$ cat src/design/aop_pkg.sv
// ----------------------------------------------------------------------------
// aop_pkg
// types, constants and rounding helper for the alpha over pixel blend
// ----------------------------------------------------------------------------
package aop_pkg;

  localparam int CH_BITS    = 8;
  localparam int PROD_BITS  = 2 * CH_BITS;
  localparam int NUM_COLORS = 3;

  typedef logic [CH_BITS-1:0]   chan_t;
  typedef logic [PROD_BITS-1:0] prod_t;

  localparam chan_t CH_MAX   = '1;
  localparam prod_t RND_HALF = prod_t'(1) << (CH_BITS - 1);

  typedef struct packed {
    chan_t back_red;
    chan_t back_green;
    chan_t back_blue;
    chan_t back_alpha;
    chan_t front_red;
    chan_t front_green;
    chan_t front_blue;
    chan_t front_alpha;
  } in_pixel_t;

  typedef struct packed {
    chan_t out_red;
    chan_t out_green;
    chan_t out_blue;
    chan_t out_alpha;
  } out_pixel_t;

  // pixel plus the special-case decisions made on entry
  typedef struct packed {
    in_pixel_t pix;
    logic      pass_front;
    logic      pass_back;
  } side_t;

  // one stage of the restoring divider
  typedef struct packed {
    chan_t rem;
    chan_t num_lo;
    chan_t quo;
    chan_t den;
    side_t side;
  } div_stage_t;

  // round(p / CH_MAX) for p up to CH_MAX * CH_MAX, no divider needed
  function automatic chan_t div_round_max(input prod_t p);
    prod_t t;
    prod_t u;
    t = p + RND_HALF;
    u = t + (t >> CH_BITS);
    return u[PROD_BITS-1:CH_BITS];
  endfunction

endpackage

$ cat src/design/aop_div.sv
// ----------------------------------------------------------------------------
// aop_div
// pipelined restoring divider, one quotient bit per stage
// ----------------------------------------------------------------------------
module aop_div (
  input  logic                    clk,
  input  logic [aop_pkg::CH_BITS-1:0] en,
  input  aop_pkg::div_stage_t     req,
  output aop_pkg::div_stage_t     rsp
);
  import aop_pkg::*;

  div_stage_t stg_r [CH_BITS];

  for (genvar k = 0; k < CH_BITS; k++) begin : g_stage
    div_stage_t         cur;
    div_stage_t         stg_nxt;
    logic [CH_BITS:0]   trial;
    logic [CH_BITS:0]   diff;
    logic               ge;

    if (k == 0) begin : g_first
      assign cur = req;
    end else begin : g_rest
      assign cur = stg_r[k-1];
    end

    always_comb begin
      trial = {cur.rem, cur.num_lo[CH_BITS-1]};
      diff  = trial - {1'b0, cur.den};
      ge    = (trial >= {1'b0, cur.den});
      stg_nxt        = cur;
      stg_nxt.rem    = ge ? diff[CH_BITS-1:0] : trial[CH_BITS-1:0];
      stg_nxt.num_lo = cur.num_lo << 1;
      stg_nxt.quo    = {cur.quo[CH_BITS-2:0], ge};
    end

    always_ff @(posedge clk) begin
      if (en[k]) begin
        stg_r[k] <= stg_nxt;
      end
    end
  end

  assign rsp = stg_r[CH_BITS-1];

endmodule

$ cat src/design/aop_lane.sv
// ----------------------------------------------------------------------------
// aop_lane
// one colour lane: back + rounded (front - back) * scale / max
// ----------------------------------------------------------------------------
module aop_lane (
  input  logic           clk,
  input  logic           en,
  input  aop_pkg::chan_t back,
  input  aop_pkg::chan_t front,
  input  aop_pkg::chan_t scale,
  output aop_pkg::chan_t mix
);
  import aop_pkg::*;

  chan_t diff;
  logic  neg;
  prod_t prod_r;
  chan_t back_r;
  logic  neg_r;
  chan_t step;

  // magnitude and direction of the move from back toward front
  always_comb begin
    neg  = (front < back);
    diff = neg ? (back - front) : (front - back);
  end

  always_ff @(posedge clk) begin
    if (en) begin
      prod_r <= prod_t'(diff) * prod_t'(scale);
      back_r <= back;
      neg_r  <= neg;
    end
  end

  always_comb begin
    step = div_round_max(prod_r);
    mix  = neg_r ? (back_r - step) : (back_r + step);
  end

endmodule

$ cat src/design/alpha_over_pixel_blend.sv
// ----------------------------------------------------------------------------
// alpha_over_pixel_blend
// straight-alpha porter-duff over of a front rgba pixel onto a back pixel
// ----------------------------------------------------------------------------
// usage
//   in_valid/in_ready/in_data carry one back and one front pixel per transfer
//   out_valid/out_ready/out_data carry the composited pixel, one per input
//   the input passes stage a, stage b, the divider stages, the scale, lane and
//   output registers before out_valid; the divider gives one quotient bit per stage
//   throughput is one pixel per clock while out_ready stays high
//   the pipeline is elastic: each stage advances when the next one is empty
//   or advancing, so bubbles close up and inputs keep flowing while a
//   result waits at the output register
//   when the receiver stalls, the result holds and stages fill behind it;
//   in_ready drops only once every stage holds a pixel
//   synchronous reset (rst_n low) empties the pipeline; payload registers
//   are not cleared, only their valid flags
//   special cases (transparent back, identical opaque pixels, transparent
//   front) ride the same pipeline, so ordering and latency never change
// ----------------------------------------------------------------------------
module alpha_over_pixel_blend (
  input  logic               clk,
  input  logic               rst_n,
  input  logic               in_valid,
  output logic               in_ready,
  input  aop_pkg::in_pixel_t in_data,
  output logic               out_valid,
  input  logic               out_ready,
  output aop_pkg::out_pixel_t out_data
);
  import aop_pkg::*;

  // stage map
  localparam int ST_A       = 0;            // alpha product, case flags
  localparam int ST_B       = 1;            // result alpha, divider setup
  localparam int ST_DIV0    = 2;            // first divider stage
  localparam int ST_S       = ST_DIV0 + CH_BITS;  // scale rounding
  localparam int ST_L       = ST_S + 1;     // lane multiplies
  localparam int ST_OUT     = ST_L + 1;     // merge and output register
  localparam int NUM_STAGES = ST_OUT + 1;

  logic [NUM_STAGES-1:0] vld_r;
  logic [NUM_STAGES-1:0] vld_nxt;
  logic [NUM_STAGES:0]   en;

  // ---------------------------------------------------------------------------
  // elastic pipeline control
  // ---------------------------------------------------------------------------
  assign en[NUM_STAGES] = out_ready;

  for (genvar k = 0; k < NUM_STAGES; k++) begin : g_ctl
    // a stage loads when it is empty or its content moves on
    assign en[k] = ~vld_r[k] | en[k+1];
    if (k == 0) begin : g_head
      assign vld_nxt[k] = en[k] ? in_valid : vld_r[k];
    end else begin : g_body
      assign vld_nxt[k] = en[k] ? vld_r[k-1] : vld_r[k];
    end
  end

  always_ff @(posedge clk) begin
    if (!rst_n) begin
      vld_r <= '0;
    end else begin
      vld_r <= vld_nxt;
    end
  end

  assign in_ready  = en[ST_A];
  assign out_valid = vld_r[ST_OUT];

  // ---------------------------------------------------------------------------
  // stage a: special-case flags and fa * ba
  // ---------------------------------------------------------------------------
  logic  same_pix;
  side_t a_side_nxt;
  side_t a_side_r;
  prod_t a_prod_r;

  always_comb begin
    same_pix = (in_data.back_red   == in_data.front_red)   &&
               (in_data.back_green == in_data.front_green) &&
               (in_data.back_blue  == in_data.front_blue)  &&
               (in_data.back_alpha == in_data.front_alpha);
    a_side_nxt.pix        = in_data;
    // identical pixels over an opaque back, or a fully transparent back
    a_side_nxt.pass_front = (same_pix && (in_data.back_alpha == CH_MAX)) ||
                            (in_data.back_alpha == '0);
    // fully transparent front leaves the back untouched
    a_side_nxt.pass_back  = !a_side_nxt.pass_front && (in_data.front_alpha == '0);
  end

  always_ff @(posedge clk) begin
    if (en[ST_A]) begin
      a_side_r <= a_side_nxt;
      a_prod_r <= prod_t'(in_data.front_alpha) * prod_t'(in_data.back_alpha);
    end
  end

  // ---------------------------------------------------------------------------
  // stage b: oa = fa + ba - round(fa * ba / max), numerator fa * max
  // ---------------------------------------------------------------------------
  logic [CH_BITS:0] alpha_sum;
  logic [CH_BITS:0] oa_full;
  prod_t            num;
  div_stage_t       b_div_nxt;
  div_stage_t       b_div_r;

  always_comb begin
    alpha_sum = {1'b0, a_side_r.pix.front_alpha} + {1'b0, a_side_r.pix.back_alpha};
    oa_full   = alpha_sum - {1'b0, div_round_max(a_prod_r)};
    // fa * max as a shift and a subtract
    num       = {a_side_r.pix.front_alpha, {CH_BITS{1'b0}}} -
                prod_t'(a_side_r.pix.front_alpha);
    b_div_nxt.rem    = num[PROD_BITS-1:CH_BITS];
    b_div_nxt.num_lo = num[CH_BITS-1:0];
    b_div_nxt.quo    = '0;
    b_div_nxt.den    = oa_full[CH_BITS-1:0];
    b_div_nxt.side   = a_side_r;
  end

  always_ff @(posedge clk) begin
    if (en[ST_B]) begin
      b_div_r <= b_div_nxt;
    end
  end

  // ---------------------------------------------------------------------------
  // divider: floor(fa * max / oa) with remainder
  // ---------------------------------------------------------------------------
  div_stage_t div_rsp;

  aop_div u_div (
    .clk (clk),
    .en  (en[ST_S-1:ST_DIV0]),
    .req (b_div_r),
    .rsp (div_rsp)
  );

  // ---------------------------------------------------------------------------
  // stage s: round the quotient to nearest
  // ---------------------------------------------------------------------------
  logic             rnd_up;
  logic [CH_BITS:0] scale_sum;
  chan_t            s_scale_r;
  chan_t            s_oa_r;
  side_t            s_side_r;

  always_comb begin
    rnd_up    = ({div_rsp.rem, 1'b0} >= {1'b0, div_rsp.den});
    scale_sum = {1'b0, div_rsp.quo} + (CH_BITS+1)'(rnd_up);
  end

  always_ff @(posedge clk) begin
    if (en[ST_S]) begin
      s_scale_r <= scale_sum[CH_BITS-1:0];
      s_oa_r    <= div_rsp.den;
      s_side_r  <= div_rsp.side;
    end
  end

  // ---------------------------------------------------------------------------
  // colour lanes: red, green, blue side by side
  // ---------------------------------------------------------------------------
  chan_t lane_back [NUM_COLORS];
  chan_t lane_front[NUM_COLORS];
  chan_t lane_mix  [NUM_COLORS];

  assign lane_back[0]  = s_side_r.pix.back_red;
  assign lane_back[1]  = s_side_r.pix.back_green;
  assign lane_back[2]  = s_side_r.pix.back_blue;
  assign lane_front[0] = s_side_r.pix.front_red;
  assign lane_front[1] = s_side_r.pix.front_green;
  assign lane_front[2] = s_side_r.pix.front_blue;

  for (genvar c = 0; c < NUM_COLORS; c++) begin : g_lane
    aop_lane u_lane (
      .clk   (clk),
      .en    (en[ST_L]),
      .back  (lane_back[c]),
      .front (lane_front[c]),
      .scale (s_scale_r),
      .mix   (lane_mix[c])
    );
  end

  // side data travels beside the lane registers
  chan_t l_oa_r;
  side_t l_side_r;

  always_ff @(posedge clk) begin
    if (en[ST_L]) begin
      l_oa_r   <= s_oa_r;
      l_side_r <= s_side_r;
    end
  end

  // ---------------------------------------------------------------------------
  // merge: pick pass-through or blended pixel into the output register
  // ---------------------------------------------------------------------------
  out_pixel_t out_nxt;
  out_pixel_t out_r;

  always_comb begin
    priority if (l_side_r.pass_front) begin
      out_nxt.out_red   = l_side_r.pix.front_red;
      out_nxt.out_green = l_side_r.pix.front_green;
      out_nxt.out_blue  = l_side_r.pix.front_blue;
      out_nxt.out_alpha = l_side_r.pix.front_alpha;
    end else if (l_side_r.pass_back) begin
      out_nxt.out_red   = l_side_r.pix.back_red;
      out_nxt.out_green = l_side_r.pix.back_green;
      out_nxt.out_blue  = l_side_r.pix.back_blue;
      out_nxt.out_alpha = l_side_r.pix.back_alpha;
    end else begin
      out_nxt.out_red   = lane_mix[0];
      out_nxt.out_green = lane_mix[1];
      out_nxt.out_blue  = lane_mix[2];
      out_nxt.out_alpha = l_oa_r;
    end
  end

  always_ff @(posedge clk) begin
    if (en[ST_OUT]) begin
      out_r <= out_nxt;
    end
  end

  assign out_data = out_r;

endmodule

$ cat config.mk
export PLATFORM = sky130hd
export DESIGN_NAME = alpha_over_pixel_blend
export DESIGN_NICKNAME = d
export VERILOG_FILES = /design/src/design/aop_pkg.sv /design/src/design/aop_div.sv /design/src/design/aop_lane.sv /design/src/design/alpha_over_pixel_blend.sv
export SDC_FILE = /design/constraint.sdc
export NUM_CORES = 2
export LEC_CHECK = 0
export BUFFER_PORTS_ARGS = -buffer_cell sky130_fd_sc_hd__buf_2
export CORE_MARGIN = 8
export CORE_UTILIZATION = 45
export CTS_CLUSTER_SIZE = 24
export DETAILED_ROUTE_END_ITERATION = 16
export PLACE_DENSITY = 0.74
export SYNTH_ARGS = -nofsm -noshare
export SYNTH_HDL_FRONTEND = slang
export SYNTH_SLANG_ARGS = --single-unit
$ cat constraint.sdc
create_clock -name clk -period 6.9 [get_ports clk]
set_input_delay 1.38 -clock clk [delete_from_list [all_inputs] [get_ports clk]]
set_output_delay 1.38 -clock clk [all_outputs]
set_load 0.005 [all_outputs]
# Word level (Yosys, flattened, before mapping)
# Memory sizes are Yosys's and may differ from the RTL's.
# Index checks and enable logic that the tools add are counted.
# totals
register_bits,424
ram_bits,776
in_bits,68
out_inout_bits,34
word_cells,191
memories,1
# op_classes
n_addsub,32
mul,4
order_cmp,12
eq_ne,5
muxes,32
bitwise_logic,26
reduce_logical,9
# mem_list
name,words,word_bits,rd,rd_clocked_by_memory_dff,write_ports,line_no,source
u_div.stg_r,8,97,8,0,8,aop_div.sv:13,div_stage_t stg_r [CH_BITS];
# ops
op,n
subtractor 8 bit,18
two-way mux 8 bit,14
greater-or-equal comparator 9 x 8 -> 1 bit,9
adder 16 x 8 -> 16 bit,4
"adder 16 x 8 -> 16 bit, second input constant",4
multiplier 8 x 8 -> 16 bit,4
two-way mux 32 bit,2
adder 8 bit,4
== test 8 bit,4
< comparator 8 bit,3
zero test 8 bit,2
two-way mux 1 bit,16
subtractor 16 x 8 -> 16 bit,1
NOT 1 bit,13
bitwise OR 1 bit,13
adder 8 x 1 -> 8 bit,1
"== test 8 bit, second input constant",1
logical AND 1 bit,5
zero test 1 bit,1
logical OR 1 bit,1

# Longest topological paths before layout
# depth
ltp_word,14
mapped_depth,29
mapped_depth_nobuf,29

# Modules after synthesis
# From an unflattened synthesis, not the netlist that was laid out.
# hier_totals
cells_unflattened,3871
area_unflattened_um2,55559.5
# by_module_without_submodules
mod,instances,cells_each,area_each_um2,seq_area_each_um2
aop_div,1,1262,25494.5,21620.7
alpha_over_pixel_blend,1,994,15716.3,11040.6
aop_lane (g_lane[2].u_lane),1,577,5011.1,750.7
aop_lane (g_lane[0].u_lane),1,544,4747.1,750.7
aop_lane (g_lane[1].u_lane),1,494,4590.7,750.7

# Least setup slack after synthesis
# OpenSTA, ideal clock, no wires.
# synth_timing
path_type,register -> register
from,reg s_side_r (netlist bit lane_front[16])
to,"reg g_lane[0].u_lane.prod_r[15], data pin"
setup_ps,260
arrival_time_ps,6254
required_time_ps,6640
slack_ps,386
path_stages_with_launch,29
path_buffers,0
period_less_slack_ps,6514
cell_sequence,edfxtp_1 > inv_1 > ha_1 > inv_1 > fa_1 > a21o_1 > a21o_1 > a21o_1 > a21boi_1 > a2111oi_0 > o311ai_1 > xnor2_1 > and2_1 > fa_1 > inv_1 > fa_1 > inv_1 > fa_1 > inv_1 > fa_1 > inv_1 > ha_1 > a21boi_0 > o21ai_0 > nand2b_1 > a21o_1 > a41o_1 > o41a_1 > xnor2_1
# synth_between
elab_chain_cells,3
word_cells_on_any_way,5
cone_classes,add/sub (2); mul (1); order compare (1); mux (1)
# synth_rtl
element,line_no,source
start: declaration,alpha_over_pixel_blend.sv:147,side_t s_side_r;
start signal: assignment,alpha_over_pixel_blend.sv:158,s_side_r <= div_rsp.side;
subtractor 8 bit / < comparator 8 bit (equally long branches),"aop_lane.sv:25, aop_lane.sv:24",
two-way mux 8 bit (*),aop_lane.sv:25,diff = neg ? (back - front) : (front - back);
multiplier 8 x 8 -> 16 bit (*),aop_lane.sv:30,prod_r <= prod_t'(diff) * prod_t'(scale);
end signal: assignment,aop_lane.sv:30,
end: declaration,aop_lane.sv:17,prod_t prod_r;
# Mark *: on every way between the ends. The rest lies on a longest branch, timed or not.
# A chain may end at the register's enable or synchronous reset.

# Final worst setup path
# Same ends and word-level chain as after synthesis.

==> results.md <==
- Synth Area in XOR/XNOR: 3.54%
- Number of nets still failing antenna checks after routing: 0
- Fmax: 0.150 GHz
- Final HPWL DP: 63.5 mm
- Crit-path max FO: 8
- DR vias/cell: 4.95
- Synth unique cells: 79
- Max stage delay cell, worst path: fa_1
- CTS Buf Count: 106
- Height of the chip: 358 um
- Global-route wire length before repair: 143 mm
- Clk_skew: 41.4 ps
- Layout cells sized above 1: 10.9%
- Multiplexer share of the synthesized area: 1.97%
- Die Wd: 358 um
- Ports: 102
- RSZ-0062 raised after global routing: true
- Mapped Cells: 3560
- Core area: 0.116 mm2
- Startpoint type of the worst setup path: flip-flop
- Maximum capacitance violations: 0
- DRT iter0 DRCs: 1480
- Final hold slack: 379 ps
- Final WS setup: 250 ps
- Worst hold path class: flip-flop to flip-flop
- Synth cell count leaders: 1123 x edfxtp_1, 448 x inv_1, 335 x ha_1
- Synthesis-stage register bit count: 1136
- Via Count: 26700
- Share of the synthesized area in the top cell type: 64.0%
- Ys async rst share: 0%
- Antenna violations before repair: 6
- Max stage delay on crit path: 550 ps
- Min Clock Period, post-route: 6650 ps
- Run status: finished clean
- Syn_area_per_cell: 14.8 um2
- Cell taking the most area after synthesis: edfxtp_1
- Number of flops mapped to enable cells by yosys: 1123
- Slew @ Worst Pin: 1170 ps
- Filler cells: 9393
- Most Used Layer, Global Route: met2
- R2r startpoint: lane_front[16]
- Wire per inst: 16.5 um
- DR DRC count: 0
- Element type at the critical path end: flip-flop
- Fin. max-slew vios: 0
- Starting Density: 45.3%
- Pre-antenna DRT Iters: 5
- Met1 usage: 17.7%
- Post-Synth Adder-Cell Area: 14.3%
- Crit path from: lane_front[16]
- CTS tree: done
- Crit path kind: flip-flop to flip-flop
- Synth Cell Area: 0.0527 mm2
- Register area share after synthesis: 64.5%
- Die area: 0.128 mm2
- Combinational family with the most area after synthesis: adder cells
- Synth Area in Compound Gates: 4.79%
- Met3 Use GR: 2.79%
- Overall routing resource usage: 13.9%
- Critical path arrival: 7080 ps
- Worst path required time: 7330 ps
- Number of clock sinks: 1136
- Clk buf depth: 3
- GRT met2 Usage: 23.3%
- Slew headroom: 22.1%
- Most frequent cell after synthesis: edfxtp_1
- Largest net degree at the start of global routing: 91
- Place WS: 73.0 ps
- Final setup vio count: 0
- Simple-Gate Fraction of Synth Area: 7.37%
- Hold path startpoint: u_div.stg_r[0][59]
- Worst-Skew Late Latency: 690 ps
- Num rows: 125
- Final WL: 88.8 mm
- GP Congestion: 0.842
- Synth area leaders: edfxtp_1 64%, ha_1 8.0%, fa_1 6.4%
- Area growth, synth to finish: 11.7%
- Ys Warns: 0
- # port buffers: 101
- Main flop type after synthesis: edfxtp_1
- Final period util: 96.4%
- Clk slew on worst S/H paths: 60 ps
- Final Hold Fails: 0
- Final nets: 4350
- CTS Root Cell: clkbuf_16
- H-Tree Depth: 3
- Hold buffers post-CTS: 0
- Mapped Nets: 4131
- Remaining Overflow, GRT: 0
- Vias in the first global route: 27300
==> cells by family after synthesis <==
logic type                 Yosys count
buffers and inverters              486
adders and majority gates          503
muxes                               96
and+or+nand+nor                    745
AOI/OAI and AO/OA                  386
DFF                               1136
xor gates and xnor gates           208
==> sequential cells by signal, indices dropped and copies added (netlist names), 16 cells and up <==
register,count
a_prod_r,16
a_side_r,66
b_div_r,89
g_lane.u_lane.back_r,24
g_lane.u_lane.prod_r,48
l_side_r,42
lane_back,24
lane_front,24
out_data,32
s_side_r,18
u_div.stg_r,713
==> cells in the final DEF (no fill, tap or decap), types with 40 or more instances in the layout <==
cell type and count:
edfxtp_1 1123, inv_1 440, ha_1 333, fa_1 166
and2_1 155, nand2_1 147, nor2_1 142, xnor2_1 118
o21ai_0 112, clkbuf_16 107, buf_2 101, nor2b_1 90
xor2_1 83, a21oi_1 76, mux2_2 57, buf_4 47
nand3_1 45, a21o_1 40
==> stage by stage <==
step / util, % / instance area [um2] / TNS [ps] / std cells
4_1_cts: 50.4 / 58600 / 0 / 5380
2_1_floorplan: - / 52700 / 0 / 3560
3_5_place_dp: 47.6 / 55300 / 0 / 5182
6_report: 50.6 / 58800 / 0 / 5395
3_3_place_gp: 47.6 / 55300 / 0 / 5182
5_1_grt: 50.6 / 58800 / -62.6 / 5393
==> path summary, 6_finish.rpt <==
path                                                    end  slack, ps  cells past startpoint
worst min register to register          u_div.stg_r[0][156]        380                      0
worst min-delay path                    u_div.stg_r[0][156]        380                      0
worst max-delay path            g_lane[0].u_lane.prod_r[15]        250                     25
worst max register to register  g_lane[0].u_lane.prod_r[15]        250                     25
==> worst max-delay path: cells and delay by family, from the launching register on <==
| kind | cells | cell delay (ps) |
|---|---|---|
| and+or+nand+nor | 1 | 200 |
| buffers and inverters | 5 | 390 |
| adders and majority gates | 7 | 2870 |
| xor gates and xnor gates | 2 | 480 |
| AOI/OAI and AO/OA | 10 | 2030 |
| DFF | 1 | 420 |
==> cell type report <==
class / instances / area (um2) / area share (%)
clock buffers: 139 / 2830 / 4.81
flip-flops and latches: 1136 / 34000 / 57.8
multi-input cells: 1938 / 17000 / 28.9
inverters: 449 / 1690 / 2.88
well taps: 1524 / 1910 / 3.24
repair buffers: 148 / 858 / 1.46
diodes: 2 / 5.00 / 0.00851
clock inverters: 59 / 538 / 0.914
==> routing by layer <==
metal	vias up	part of all wire, %
li1	13100	-
met1	12900	43
met2	523	48
met3	175	5.2
met4	6	3.6
met5	-	0.045
==> timing repair <==
action	CTS	global route
endpoints found under the hold margin	0	0
buffers inserted	0	13
endpoints found under the setup margin	0	10
resized for setup	0	33
Power is not shown: default switching activity piles up to over one toggle a cycle in this logic, so the estimate is an artifact.
